==> src/ibq_pkg.sv <==
`timescale 1ns / 1ps

package ibq_pkg;

    localparam int SAMPLE_WIDTH_DEF  = 16;
    localparam int HISTORY_WIDTH_DEF = 24;
    localparam int COEF_WIDTH        = 16;
    localparam int COEF_FRAC         = 14;
    localparam int ACC_WIDTH         = 64;
    localparam int DATA_WIDTH        = 32;
    localparam int ADDR_WIDTH        = 5;
    localparam int REG_IDX_WIDTH     = ADDR_WIDTH - 2;

    localparam logic [REG_IDX_WIDTH-1:0] REG_A1 = REG_IDX_WIDTH'(0);
    localparam logic [REG_IDX_WIDTH-1:0] REG_A2 = REG_IDX_WIDTH'(1);
    localparam logic [REG_IDX_WIDTH-1:0] REG_B0 = REG_IDX_WIDTH'(2);
    localparam logic [REG_IDX_WIDTH-1:0] REG_B1 = REG_IDX_WIDTH'(3);
    localparam logic [REG_IDX_WIDTH-1:0] REG_B2 = REG_IDX_WIDTH'(4);

    localparam logic signed [COEF_WIDTH-1:0] COEF_ONE = COEF_WIDTH'(1 << COEF_FRAC);

    localparam logic signed [ACC_WIDTH-1:0] ACC_MAX  = {1'b0, {(ACC_WIDTH-1){1'b1}}};
    localparam logic signed [ACC_WIDTH-1:0] ACC_MIN  = {1'b1, {(ACC_WIDTH-1){1'b0}}};
    localparam logic signed [ACC_WIDTH-1:0] ACC_HALF = ACC_WIDTH'(1 << (COEF_FRAC - 1));

    typedef struct packed {
        logic signed [COEF_WIDTH-1:0] a1;
        logic signed [COEF_WIDTH-1:0] a2;
        logic signed [COEF_WIDTH-1:0] b0;
        logic signed [COEF_WIDTH-1:0] b1;
        logic signed [COEF_WIDTH-1:0] b2;
    } ibq_coefs_t;

    typedef enum logic [2:0] {
        TAP_A1,
        TAP_A2,
        TAP_B0,
        TAP_B1,
        TAP_B2
    } ibq_tap_t;

    typedef enum logic [3:0] {
        ST_IDLE,
        ST_MUL_A1,
        ST_ACC_A1,
        ST_MUL_A2,
        ST_ACC_A2,
        ST_ROUND_W,
        ST_MUL_B0,
        ST_ACC_B0,
        ST_MUL_B1,
        ST_ACC_B1,
        ST_MUL_B2,
        ST_ACC_B2,
        ST_FINISH
    } ibq_state_t;

    typedef struct packed {
        logic     load;
        logic     mul;
        ibq_tap_t tap;
        logic     acc;
        logic     sub;
        logic     round_w;
        logic     finish;
    } ibq_cmd_t;

    typedef struct packed {
        logic out_blocked;
    } ibq_status_t;

    function automatic logic signed [ACC_WIDTH-1:0] sat_add(
        input logic signed [ACC_WIDTH-1:0] a,
        input logic signed [ACC_WIDTH-1:0] b
    );
        logic signed [ACC_WIDTH:0] s;
        s = {a[ACC_WIDTH-1], a} + {b[ACC_WIDTH-1], b};
        if (s[ACC_WIDTH] != s[ACC_WIDTH-1])
        begin
            return s[ACC_WIDTH] ? ACC_MIN : ACC_MAX;
        end
        return s[ACC_WIDTH-1:0];
    endfunction

endpackage

==> src/ibq_regs.sv <==
`timescale 1ns / 1ps

module ibq_regs (
    input  logic                              clk,
    input  logic                              rst_n,
    input  logic                              psel,
    input  logic                              penable,
    input  logic                              pwrite,
    input  logic [ibq_pkg::ADDR_WIDTH-1:0]    paddr,
    input  logic [ibq_pkg::DATA_WIDTH-1:0]    pwdata,
    output logic [ibq_pkg::DATA_WIDTH-1:0]    prdata,
    output logic                              pready,
    output ibq_pkg::ibq_coefs_t               coefs
);
    import ibq_pkg::*;

    ibq_coefs_t                 coefs_reg;
    ibq_coefs_t                 coefs_next;
    logic [REG_IDX_WIDTH-1:0]   reg_idx;
    logic                       wr_en;
    logic [COEF_WIDTH-1:0]      rd_val;

    assign pready  = 1'b1;
    assign reg_idx = paddr[ADDR_WIDTH-1:2];
    assign wr_en   = psel && penable && pwrite && pready;

    always_comb
    begin
        coefs_next = coefs_reg;
        if (wr_en)
        begin
            case (reg_idx)
                REG_A1:  coefs_next.a1 = pwdata[COEF_WIDTH-1:0];
                REG_A2:  coefs_next.a2 = pwdata[COEF_WIDTH-1:0];
                REG_B0:  coefs_next.b0 = pwdata[COEF_WIDTH-1:0];
                REG_B1:  coefs_next.b1 = pwdata[COEF_WIDTH-1:0];
                REG_B2:  coefs_next.b2 = pwdata[COEF_WIDTH-1:0];
                default: coefs_next = coefs_reg;
            endcase
        end
    end

    always_ff @(posedge clk or negedge rst_n)
    begin
        if (!rst_n)
        begin
            coefs_reg.a1 <= '0;
            coefs_reg.a2 <= '0;
            coefs_reg.b0 <= COEF_ONE;
            coefs_reg.b1 <= '0;
            coefs_reg.b2 <= '0;
        end
        else
        begin
            coefs_reg <= coefs_next;
        end
    end

    always_comb
    begin
        case (reg_idx)
            REG_A1:  rd_val = coefs_reg.a1;
            REG_A2:  rd_val = coefs_reg.a2;
            REG_B0:  rd_val = coefs_reg.b0;
            REG_B1:  rd_val = coefs_reg.b1;
            REG_B2:  rd_val = coefs_reg.b2;
            default: rd_val = '0;
        endcase
    end

    assign prdata = DATA_WIDTH'(rd_val);
    assign coefs  = coefs_reg;

endmodule

==> src/ibq_ctrl.sv <==
`timescale 1ns / 1ps

module ibq_ctrl (
    input  logic                  clk,
    input  logic                  rst_n,
    input  logic                  in_valid,
    output logic                  in_stall,
    input  ibq_pkg::ibq_status_t  status,
    output ibq_pkg::ibq_cmd_t     cmd
);
    import ibq_pkg::*;

    ibq_state_t state_reg;
    ibq_state_t state_next;

    always_comb
    begin
        state_next = state_reg;
        case (state_reg)
            ST_IDLE:    if (in_valid) state_next = ST_MUL_A1;
            ST_MUL_A1:  state_next = ST_ACC_A1;
            ST_ACC_A1:  state_next = ST_MUL_A2;
            ST_MUL_A2:  state_next = ST_ACC_A2;
            ST_ACC_A2:  state_next = ST_ROUND_W;
            ST_ROUND_W: state_next = ST_MUL_B0;
            ST_MUL_B0:  state_next = ST_ACC_B0;
            ST_ACC_B0:  state_next = ST_MUL_B1;
            ST_MUL_B1:  state_next = ST_ACC_B1;
            ST_ACC_B1:  state_next = ST_MUL_B2;
            ST_MUL_B2:  state_next = ST_ACC_B2;
            ST_ACC_B2:  state_next = ST_FINISH;
            ST_FINISH:  if (!status.out_blocked) state_next = ST_IDLE;
            default:    state_next = ST_IDLE;
        endcase
    end

    always_comb
    begin
        cmd      = '0;
        cmd.tap  = TAP_A1;
        in_stall = 1'b1;
        case (state_reg)
            ST_IDLE:
            begin
                in_stall = 1'b0;
                cmd.load = in_valid;
            end
            ST_MUL_A1:
            begin
                cmd.mul = 1'b1;
                cmd.tap = TAP_A1;
            end
            ST_MUL_A2:
            begin
                cmd.mul = 1'b1;
                cmd.tap = TAP_A2;
            end
            ST_MUL_B0:
            begin
                cmd.mul = 1'b1;
                cmd.tap = TAP_B0;
            end
            ST_MUL_B1:
            begin
                cmd.mul = 1'b1;
                cmd.tap = TAP_B1;
            end
            ST_MUL_B2:
            begin
                cmd.mul = 1'b1;
                cmd.tap = TAP_B2;
            end
            ST_ACC_A1, ST_ACC_A2:
            begin
                cmd.acc = 1'b1;
                cmd.sub = 1'b1;
            end
            ST_ACC_B0, ST_ACC_B1, ST_ACC_B2:
            begin
                cmd.acc = 1'b1;
            end
            ST_ROUND_W:
            begin
                cmd.round_w = 1'b1;
            end
            ST_FINISH:
            begin
                cmd.finish = !status.out_blocked;
            end
            default:
            begin
                cmd = '0;
            end
        endcase
    end

    always_ff @(posedge clk or negedge rst_n)
    begin
        if (!rst_n)
        begin
            state_reg <= ST_IDLE;
        end
        else
        begin
            state_reg <= state_next;
        end
    end

`ifndef NO_ASSERTIONS
    a_accept_starts: assert property (@(posedge clk) disable iff (!rst_n)
        (in_valid && !in_stall) |=> (state_reg == ST_MUL_A1))
        else $error("accepted request did not start the feedback pass");

    a_finish_unblocked: assert property (@(posedge clk) disable iff (!rst_n)
        cmd.finish |-> !status.out_blocked)
        else $error("result written while output register is held");

    a_finish_to_idle: assert property (@(posedge clk) disable iff (!rst_n)
        cmd.finish |=> (state_reg == ST_IDLE))
        else $error("controller did not return to idle after finish");
`endif

endmodule

==> src/ibq_datapath.sv <==
`timescale 1ns / 1ps

module ibq_datapath #(
    parameter int SAMPLE_WIDTH  = ibq_pkg::SAMPLE_WIDTH_DEF,
    parameter int HISTORY_WIDTH = ibq_pkg::HISTORY_WIDTH_DEF
) (
    input  logic                            clk,
    input  logic                            rst_n,
    input  ibq_pkg::ibq_coefs_t             coefs,
    input  ibq_pkg::ibq_cmd_t               cmd,
    output ibq_pkg::ibq_status_t            status,
    input  logic signed [SAMPLE_WIDTH-1:0]  sample_in,
    output logic                            out_valid,
    input  logic                            out_stall,
    output logic signed [SAMPLE_WIDTH-1:0]  sample_out
);
    import ibq_pkg::*;

    localparam int PROD_WIDTH = COEF_WIDTH + HISTORY_WIDTH;

    logic signed [HISTORY_WIDTH-1:0] d1_reg;
    logic signed [HISTORY_WIDTH-1:0] d2_reg;
    logic signed [HISTORY_WIDTH-1:0] w_reg;
    logic signed [PROD_WIDTH-1:0]    prod_reg;
    logic signed [PROD_WIDTH-1:0]    prod_next;
    logic signed [ACC_WIDTH-1:0]     acc_reg;
    logic signed [ACC_WIDTH-1:0]     acc_next;
    logic signed [SAMPLE_WIDTH-1:0]  sample_out_reg;
    logic                            out_valid_reg;
    logic                            out_valid_next;

    logic signed [COEF_WIDTH-1:0]    mul_coef;
    logic signed [HISTORY_WIDTH-1:0] mul_opnd;
    logic signed [ACC_WIDTH-1:0]     prod_ext;
    logic signed [ACC_WIDTH-1:0]     addend;
    logic signed [ACC_WIDTH-1:0]     x_ext;
    logic signed [ACC_WIDTH-1:0]     acc_rnd;
    logic signed [ACC_WIDTH-1:0]     rnd_shift;
    logic signed [ACC_WIDTH-1:0]     w_upper;
    logic signed [ACC_WIDTH-1:0]     y_upper;
    logic signed [HISTORY_WIDTH-1:0] w_sat;
    logic signed [SAMPLE_WIDTH-1:0]  y_sat;

    always_comb
    begin
        case (cmd.tap)
            TAP_A1:
            begin
                mul_coef = coefs.a1;
                mul_opnd = d1_reg;
            end
            TAP_A2:
            begin
                mul_coef = coefs.a2;
                mul_opnd = d2_reg;
            end
            TAP_B0:
            begin
                mul_coef = coefs.b0;
                mul_opnd = w_reg;
            end
            TAP_B1:
            begin
                mul_coef = coefs.b1;
                mul_opnd = d1_reg;
            end
            TAP_B2:
            begin
                mul_coef = coefs.b2;
                mul_opnd = d2_reg;
            end
            default:
            begin
                mul_coef = '0;
                mul_opnd = '0;
            end
        endcase
    end

    assign prod_next = PROD_WIDTH'(mul_coef) * PROD_WIDTH'(mul_opnd);
    assign prod_ext  = ACC_WIDTH'(prod_reg);
    assign addend    = cmd.sub ? -prod_ext : prod_ext;
    assign x_ext     = ACC_WIDTH'(sample_in);

    // round half up, then narrow with saturation
    assign acc_rnd   = sat_add(acc_reg, ACC_HALF);
    assign rnd_shift = acc_rnd >>> COEF_FRAC;
    assign w_upper   = rnd_shift >>> (HISTORY_WIDTH - 1);
    assign y_upper   = rnd_shift >>> (SAMPLE_WIDTH - 1);

    always_comb
    begin
        if (w_upper == '0 || w_upper == '1)
        begin
            w_sat = rnd_shift[HISTORY_WIDTH-1:0];
        end
        else
        begin
            w_sat = {rnd_shift[ACC_WIDTH-1], {(HISTORY_WIDTH-1){~rnd_shift[ACC_WIDTH-1]}}};
        end
        if (y_upper == '0 || y_upper == '1)
        begin
            y_sat = rnd_shift[SAMPLE_WIDTH-1:0];
        end
        else
        begin
            y_sat = {rnd_shift[ACC_WIDTH-1], {(SAMPLE_WIDTH-1){~rnd_shift[ACC_WIDTH-1]}}};
        end
    end

    always_comb
    begin
        acc_next = acc_reg;
        if (cmd.load)
        begin
            acc_next = x_ext <<< COEF_FRAC;
        end
        else if (cmd.round_w)
        begin
            acc_next = '0;
        end
        else if (cmd.acc)
        begin
            acc_next = sat_add(acc_reg, addend);
        end
    end

    always_comb
    begin
        out_valid_next = out_valid_reg;
        if (cmd.finish)
        begin
            out_valid_next = 1'b1;
        end
        else if (out_valid_reg && !out_stall)
        begin
            out_valid_next = 1'b0;
        end
    end

    always_ff @(posedge clk or negedge rst_n)
    begin
        if (!rst_n)
        begin
            d1_reg        <= '0;
            d2_reg        <= '0;
            out_valid_reg <= 1'b0;
        end
        else
        begin
            out_valid_reg <= out_valid_next;
            if (cmd.finish)
            begin
                d2_reg <= d1_reg;
                d1_reg <= w_reg;
            end
        end
    end

    always_ff @(posedge clk)
    begin
        acc_reg <= acc_next;
        if (cmd.mul)
        begin
            prod_reg <= prod_next;
        end
        if (cmd.round_w)
        begin
            w_reg <= w_sat;
        end
        if (cmd.finish)
        begin
            sample_out_reg <= y_sat;
        end
    end

    assign status.out_blocked = out_valid_reg && out_stall;
    assign out_valid          = out_valid_reg;
    assign sample_out         = sample_out_reg;

`ifndef NO_ASSERTIONS
    a_history_shift: assert property (@(posedge clk) disable iff (!rst_n)
        cmd.finish |=> (d1_reg == $past(w_reg)) && (d2_reg == $past(d1_reg)))
        else $error("history words did not shift on finish");

    a_history_hold: assert property (@(posedge clk) disable iff (!rst_n)
        !cmd.finish |=> $stable(d1_reg) && $stable(d2_reg))
        else $error("history words changed outside finish");

    a_out_hold: assert property (@(posedge clk) disable iff (!rst_n)
        (out_valid_reg && out_stall) |=> out_valid_reg && $stable(sample_out_reg))
        else $error("stalled result request changed");
`endif

endmodule

==> src/iir_biquad_filter_unit.sv <==
`timescale 1ns / 1ps

// second-order direct-form-II iir filter, q2.14 coefficients
// config: apb-style write/read of a1, a2, b0, b1, b2 at byte offsets 0x0..0x10;
//   pready is always high, writes are expected only while the filter is idle
// input: a request on in_valid/sample_in is taken when in_stall is low
// output: one sample_out request per input, held on out_valid until out_stall is low
// schedule: from input accept to out_valid the controller runs five multiply and
//   five accumulate steps on one shared 16-bit coefficient multiplier, plus two
//   rounding steps
// overlap: no new sample is taken while one is being computed, but a new sample
//   is taken while the previous result waits in the output register
// a stalled receiver holds the result; a second finished result waits in the
//   datapath and the input stays stalled until the output register frees up
// reset: history words cleared, a1 a2 b1 b2 cleared, b0 set to 1.0 (passthrough),
//   no output pending
module iir_biquad_filter_unit #(
    parameter int SAMPLE_WIDTH  = ibq_pkg::SAMPLE_WIDTH_DEF,
    parameter int HISTORY_WIDTH = ibq_pkg::HISTORY_WIDTH_DEF
) (
    input  logic                            clk,
    input  logic                            rst_n,
    input  logic                            psel,
    input  logic                            penable,
    input  logic                            pwrite,
    input  logic [ibq_pkg::ADDR_WIDTH-1:0]  paddr,
    input  logic [ibq_pkg::DATA_WIDTH-1:0]  pwdata,
    output logic [ibq_pkg::DATA_WIDTH-1:0]  prdata,
    output logic                            pready,
    input  logic                            in_valid,
    output logic                            in_stall,
    input  logic signed [SAMPLE_WIDTH-1:0]  sample_in,
    output logic                            out_valid,
    input  logic                            out_stall,
    output logic signed [SAMPLE_WIDTH-1:0]  sample_out
);
    import ibq_pkg::*;

    ibq_coefs_t  coefs;
    ibq_cmd_t    cmd;
    ibq_status_t status;

    ibq_regs u_regs (
        .clk     (clk),
        .rst_n   (rst_n),
        .psel    (psel),
        .penable (penable),
        .pwrite  (pwrite),
        .paddr   (paddr),
        .pwdata  (pwdata),
        .prdata  (prdata),
        .pready  (pready),
        .coefs   (coefs)
    );

    ibq_ctrl u_ctrl (
        .clk      (clk),
        .rst_n    (rst_n),
        .in_valid (in_valid),
        .in_stall (in_stall),
        .status   (status),
        .cmd      (cmd)
    );

    ibq_datapath #(
        .SAMPLE_WIDTH  (SAMPLE_WIDTH),
        .HISTORY_WIDTH (HISTORY_WIDTH)
    ) u_datapath (
        .clk        (clk),
        .rst_n      (rst_n),
        .coefs      (coefs),
        .cmd        (cmd),
        .status     (status),
        .sample_in  (sample_in),
        .out_valid  (out_valid),
        .out_stall  (out_stall),
        .sample_out (sample_out)
    );

endmodule

==> config.mk <==
export PLATFORM = sky130hd
export DESIGN_NAME = iir_biquad_filter_unit
export DESIGN_NICKNAME = d
export VERILOG_FILES = /design/src/ibq_pkg.sv /design/src/ibq_regs.sv /design/src/ibq_ctrl.sv /design/src/ibq_datapath.sv /design/src/iir_biquad_filter_unit.sv
export SDC_FILE = /design/constraint.sdc
export NUM_CORES = 2
export LEC_CHECK = 0
export BUFFER_PORTS_ARGS = -buffer_cell sky130_fd_sc_hd__buf_2
export CORE_MARGIN = 2
export CORE_UTILIZATION = 50
export DETAILED_ROUTE_END_ITERATION = 10
export PLACE_DENSITY = 0.72
export SYNTH_ARGS = -nofsm -noshare
export SYNTH_HDL_FRONTEND = slang
export SYNTH_HIERARCHICAL = 1
export SYNTH_SLANG_ARGS = --single-unit
export TNS_END_PERCENT = 5
==> constraint.sdc <==
create_clock -name clk -period 10.19 [get_ports clk]
set_input_delay 1.019 -clock clk [delete_from_list [all_inputs] [get_ports clk]]
set_output_delay 1.019 -clock clk [all_outputs]
set_load 0.05 [all_outputs]
==> metrics.md <==
| Metric | Value |
|---|---|
| Total routed wirelength | between 80000 and 90000 um |
| # placed instances | 4408 |
| Worst Path Max Fanout | 44 |
| Average routed wire per standard cell | 19.5 um |
| DR vias | 26300 |
| Final Max Tran Viols | 0 |
| Relative slew margins | 16.7% |
| Combined area of all synthesized cells | 33000 sq um |
| Count of mapped cells out of synthesis | 3566 |
| Register bit count reported by yosys | 277 |
| Final std cells w/o fill | 4468 |
| Violation count after the first detailed-routing iteration | 2424 |
| Worst-margin pin slew | around 1.2 ns |
| Residual DRC count | 0 |
| Number of buffers inserted to repair setup after CTS | 0 |
| Type of origin of the critical path | flop |
| Total GRT Usage | 26.1% |
| Clock latency on the worst-skew pair | 0.55 ns |
| Antenna violations before repair | 0 |
| Minimum period implied by the final worst setup slack | between 9 and 10 ns |
| Summed negative setup slack over all endpoints | 0 ns |
| First-pass GRT wire length | 141000 um |
| CTS Root Cell | sky130_fd_sc_hd__clkbuf_16 |
| TritonCTS Buffers | 34 |
| Die Outline Area | 68000 sq um |
| Commonest register cell after synthesis | sky130_fd_sc_hd__dfrtp_1 |
| Final Hold Violating Endpoints | 0 |
| Number of optimization iterations in the first detailed-route pass | 6 |
| Largest net degree at the start of global routing | 81 |
| Proportion of layout cells with a drive suffix above 1 | 11.7% |
| Die width | 261 um |
| Worst setup path category | flop to flop |
| Hold Path Class | flop to flop |
| Share of flip-flops with an asynchronous set or reset after synthesis | 48.0% |
| Number of global-route vias before repair | 26100 |
| Min Hold Slack | 0.461 ns |
| Die extent in y | 261 um |
| Worst-case clock skew | slightly above 0.02 ns |
| CORE AREA | 65500 sq um |
| Worst path slowest cell | sky130_fd_sc_hd__o22a_1 |
| Critical Path RT | 10.53 ns |
| RSZ-0062 raised after global routing | no |
| Leftover overflow at the end of global routing | 0 |
| IO Pins | 111 |
| Max-capacitance violation count | 0 |
| Synth area leader | sky130_fd_sc_hd__fa_1 |
| Max clock buf depth | 3 |
| Effective utilization at floorplan | between 50% and 60% |
| Final setup violation count | 0 |
| CTS sink count | roughly 280 |
| Antenna diode count | 0 |
| Synth Warn # | 6 |
| Synthesis-to-finish area growth | 7.33% |
| Proportion of netlist area held by the largest area contributor | 22.8% |
| Clock Pin Slew Worst Setup and Hold Paths | 0.06 ns |
| Count of antenna-violating nets left after detailed routing | 0 |
| Routability cong. | 0.930 |
| Critical Path Sink Type | flop |
| Result of the run | complete, no violations |
| Utilization after layout | between 50 and 60% |
| Max Fclk | a little over 100 MHz |
| Post-route fraction of the period consumed by the critical path | 94.8% |
| Nets@finish | between 4000 and 5000 |
| CTS tree | built |
| CP dominant cell by count | sky130_fd_sc_hd__fa_1 |
| Flip-flop count of the largest register, all copies and words added | 80 |
| Post-synthesis cell type count | 101 |
| Via density | around 6 |
| Worst path max stage delay | around 0.8 ns |
| Data arrival time of the worst path | 9.99 ns |
| PortBufs | 75 |
| Leading cell types by total area after synthesis | sky130_fd_sc_hd__fa_1 (23%), sky130_fd_sc_hd__edfxtp_1 (12%), sky130_fd_sc_hd__dfrtp_1 (10%) |
| Sequential area share after synthesis | 22.8% |
| Deepest level of the CTS H-tree | 2 |
| Post-detailed-placement half-perimeter wirelength | 67700 um |
| Average cell area after synthesis | 9.25 sq um |
| Count of standard-cell rows | 94 |
| Post-synth EDFFs | 130 |
-- through the flow --
step | worst slack (ns) | cell area [sq um]
floorplan | 1.17 | 33000
global placement | 0.531 | 34300
finish | 0.534 | 35400
CTS | 0.438 | 35400
global route | 0.0300 | 35400
detailed placement | 0.484 | 34300
-- cell usage after synthesis (all sizes together), types with 15 or more instances --
cell / n
a211oi: 20
mux2i: 80
o22a: 17
and2: 31
nor4: 22
nand4: 37
a221o: 18
o22ai: 17
nand3: 49
o21a: 23
dfrtp: 132
or4: 17
buf: 56
fa: 375
ha: 167
nor2b: 39
o21bai: 17
inv: 486
nand2b: 56
nor2: 322
o21ai: 189
o31ai: 22
and3: 21
clkbuf: 134
a31oi: 20
a21o: 66
nand2: 303
nor3: 34
xor2: 39
and4: 15
edfxtp: 130
mux2: 151
a21oi: 172
xnor2: 123
-- worst max-delay path: cells and delay by family, from the launching register on --
family                     cells  cell delay (ns)
AOI/OAI and AO/OA             13             3.76
adders and majority gates      7             3.47
buffers and inverters          6             0.80
DFF                            1             0.55
muxes                          1             0.23
and+or+nand+nor                3             0.60
-- cell usage in the layout, fill, tap and decap left out, drive strengths merged, types with 132 or more instances in the layout --
cell type  instances
inv              489
fa               375
nor2             322
nand2            303
o21ai            189
a21oi            172
ha               167
buf              153
mux2             151
dfrtp            132
-- timing repair --
action                                  in CTS  in global routing
gates resized for setup                      0                  5
endpoints found under the setup margin       0                  3
hold buffers                                 0                  0
-- worst paths after layout --
path | from | cells after the start | slack (ns) | to
worst min register to register | u_datapath/acc_reg[7] | 2 | 0.46 | u_datapath/acc_reg[7]
max in group asynchronous | rst_n | 2 | 8.52 | u_regs/coefs[78]
min in group asynchronous | rst_n | 1 | 0.49 | u_regs/coefs[63]
worst max register to register | u_ctrl/state_reg[0] | 30 | 0.53 | u_datapath/prod_reg[39]
worst max-delay path | u_ctrl/state_reg[0] | 30 | 0.53 | u_datapath/prod_reg[39]
worst min-delay path | u_datapath/acc_reg[7] | 2 | 0.46 | u_datapath/acc_reg[7]
-- cell families (layout without fill, tap and decap cells) --
family	Yosys count	after routing	synth area share (%)
simple gates	980	980	14.3
compound gates	693	693	13.6
buf+inv	677	700	8.24
fa+ha+maj	542	542	29.1
flops	277	277	22.8
mux	233	233	7.72
xor+xnor	162	162	4.30
other cells	2	17	0.0228
-- layout make-up --
type / count / area (sq um)
Clock buffer: 40 / 893
Clock inverter: 20 / 154
Multi-Input combinational cell: 2627 / 22900
Fill cell: 5869 / 30100
Inverter: 487 / 1830
Sequential cell: 277 / 7510
Tap cell: 864 / 1080
Timing Repair Buffer: 153 / 980
-- routing by layer --
layer	track usage, %	share of wire [%]	vias up
li1	-	-	12000
met1	36.2	42	13100
met2	42.2	47	983
met3	4.24	8.1	175
met4	7.51	3.0	0
met5	0	0	-
Power is left out: the tool's default activity adds up to more than one toggle a clock period on the data nets, which glitch-free logic cannot reach.
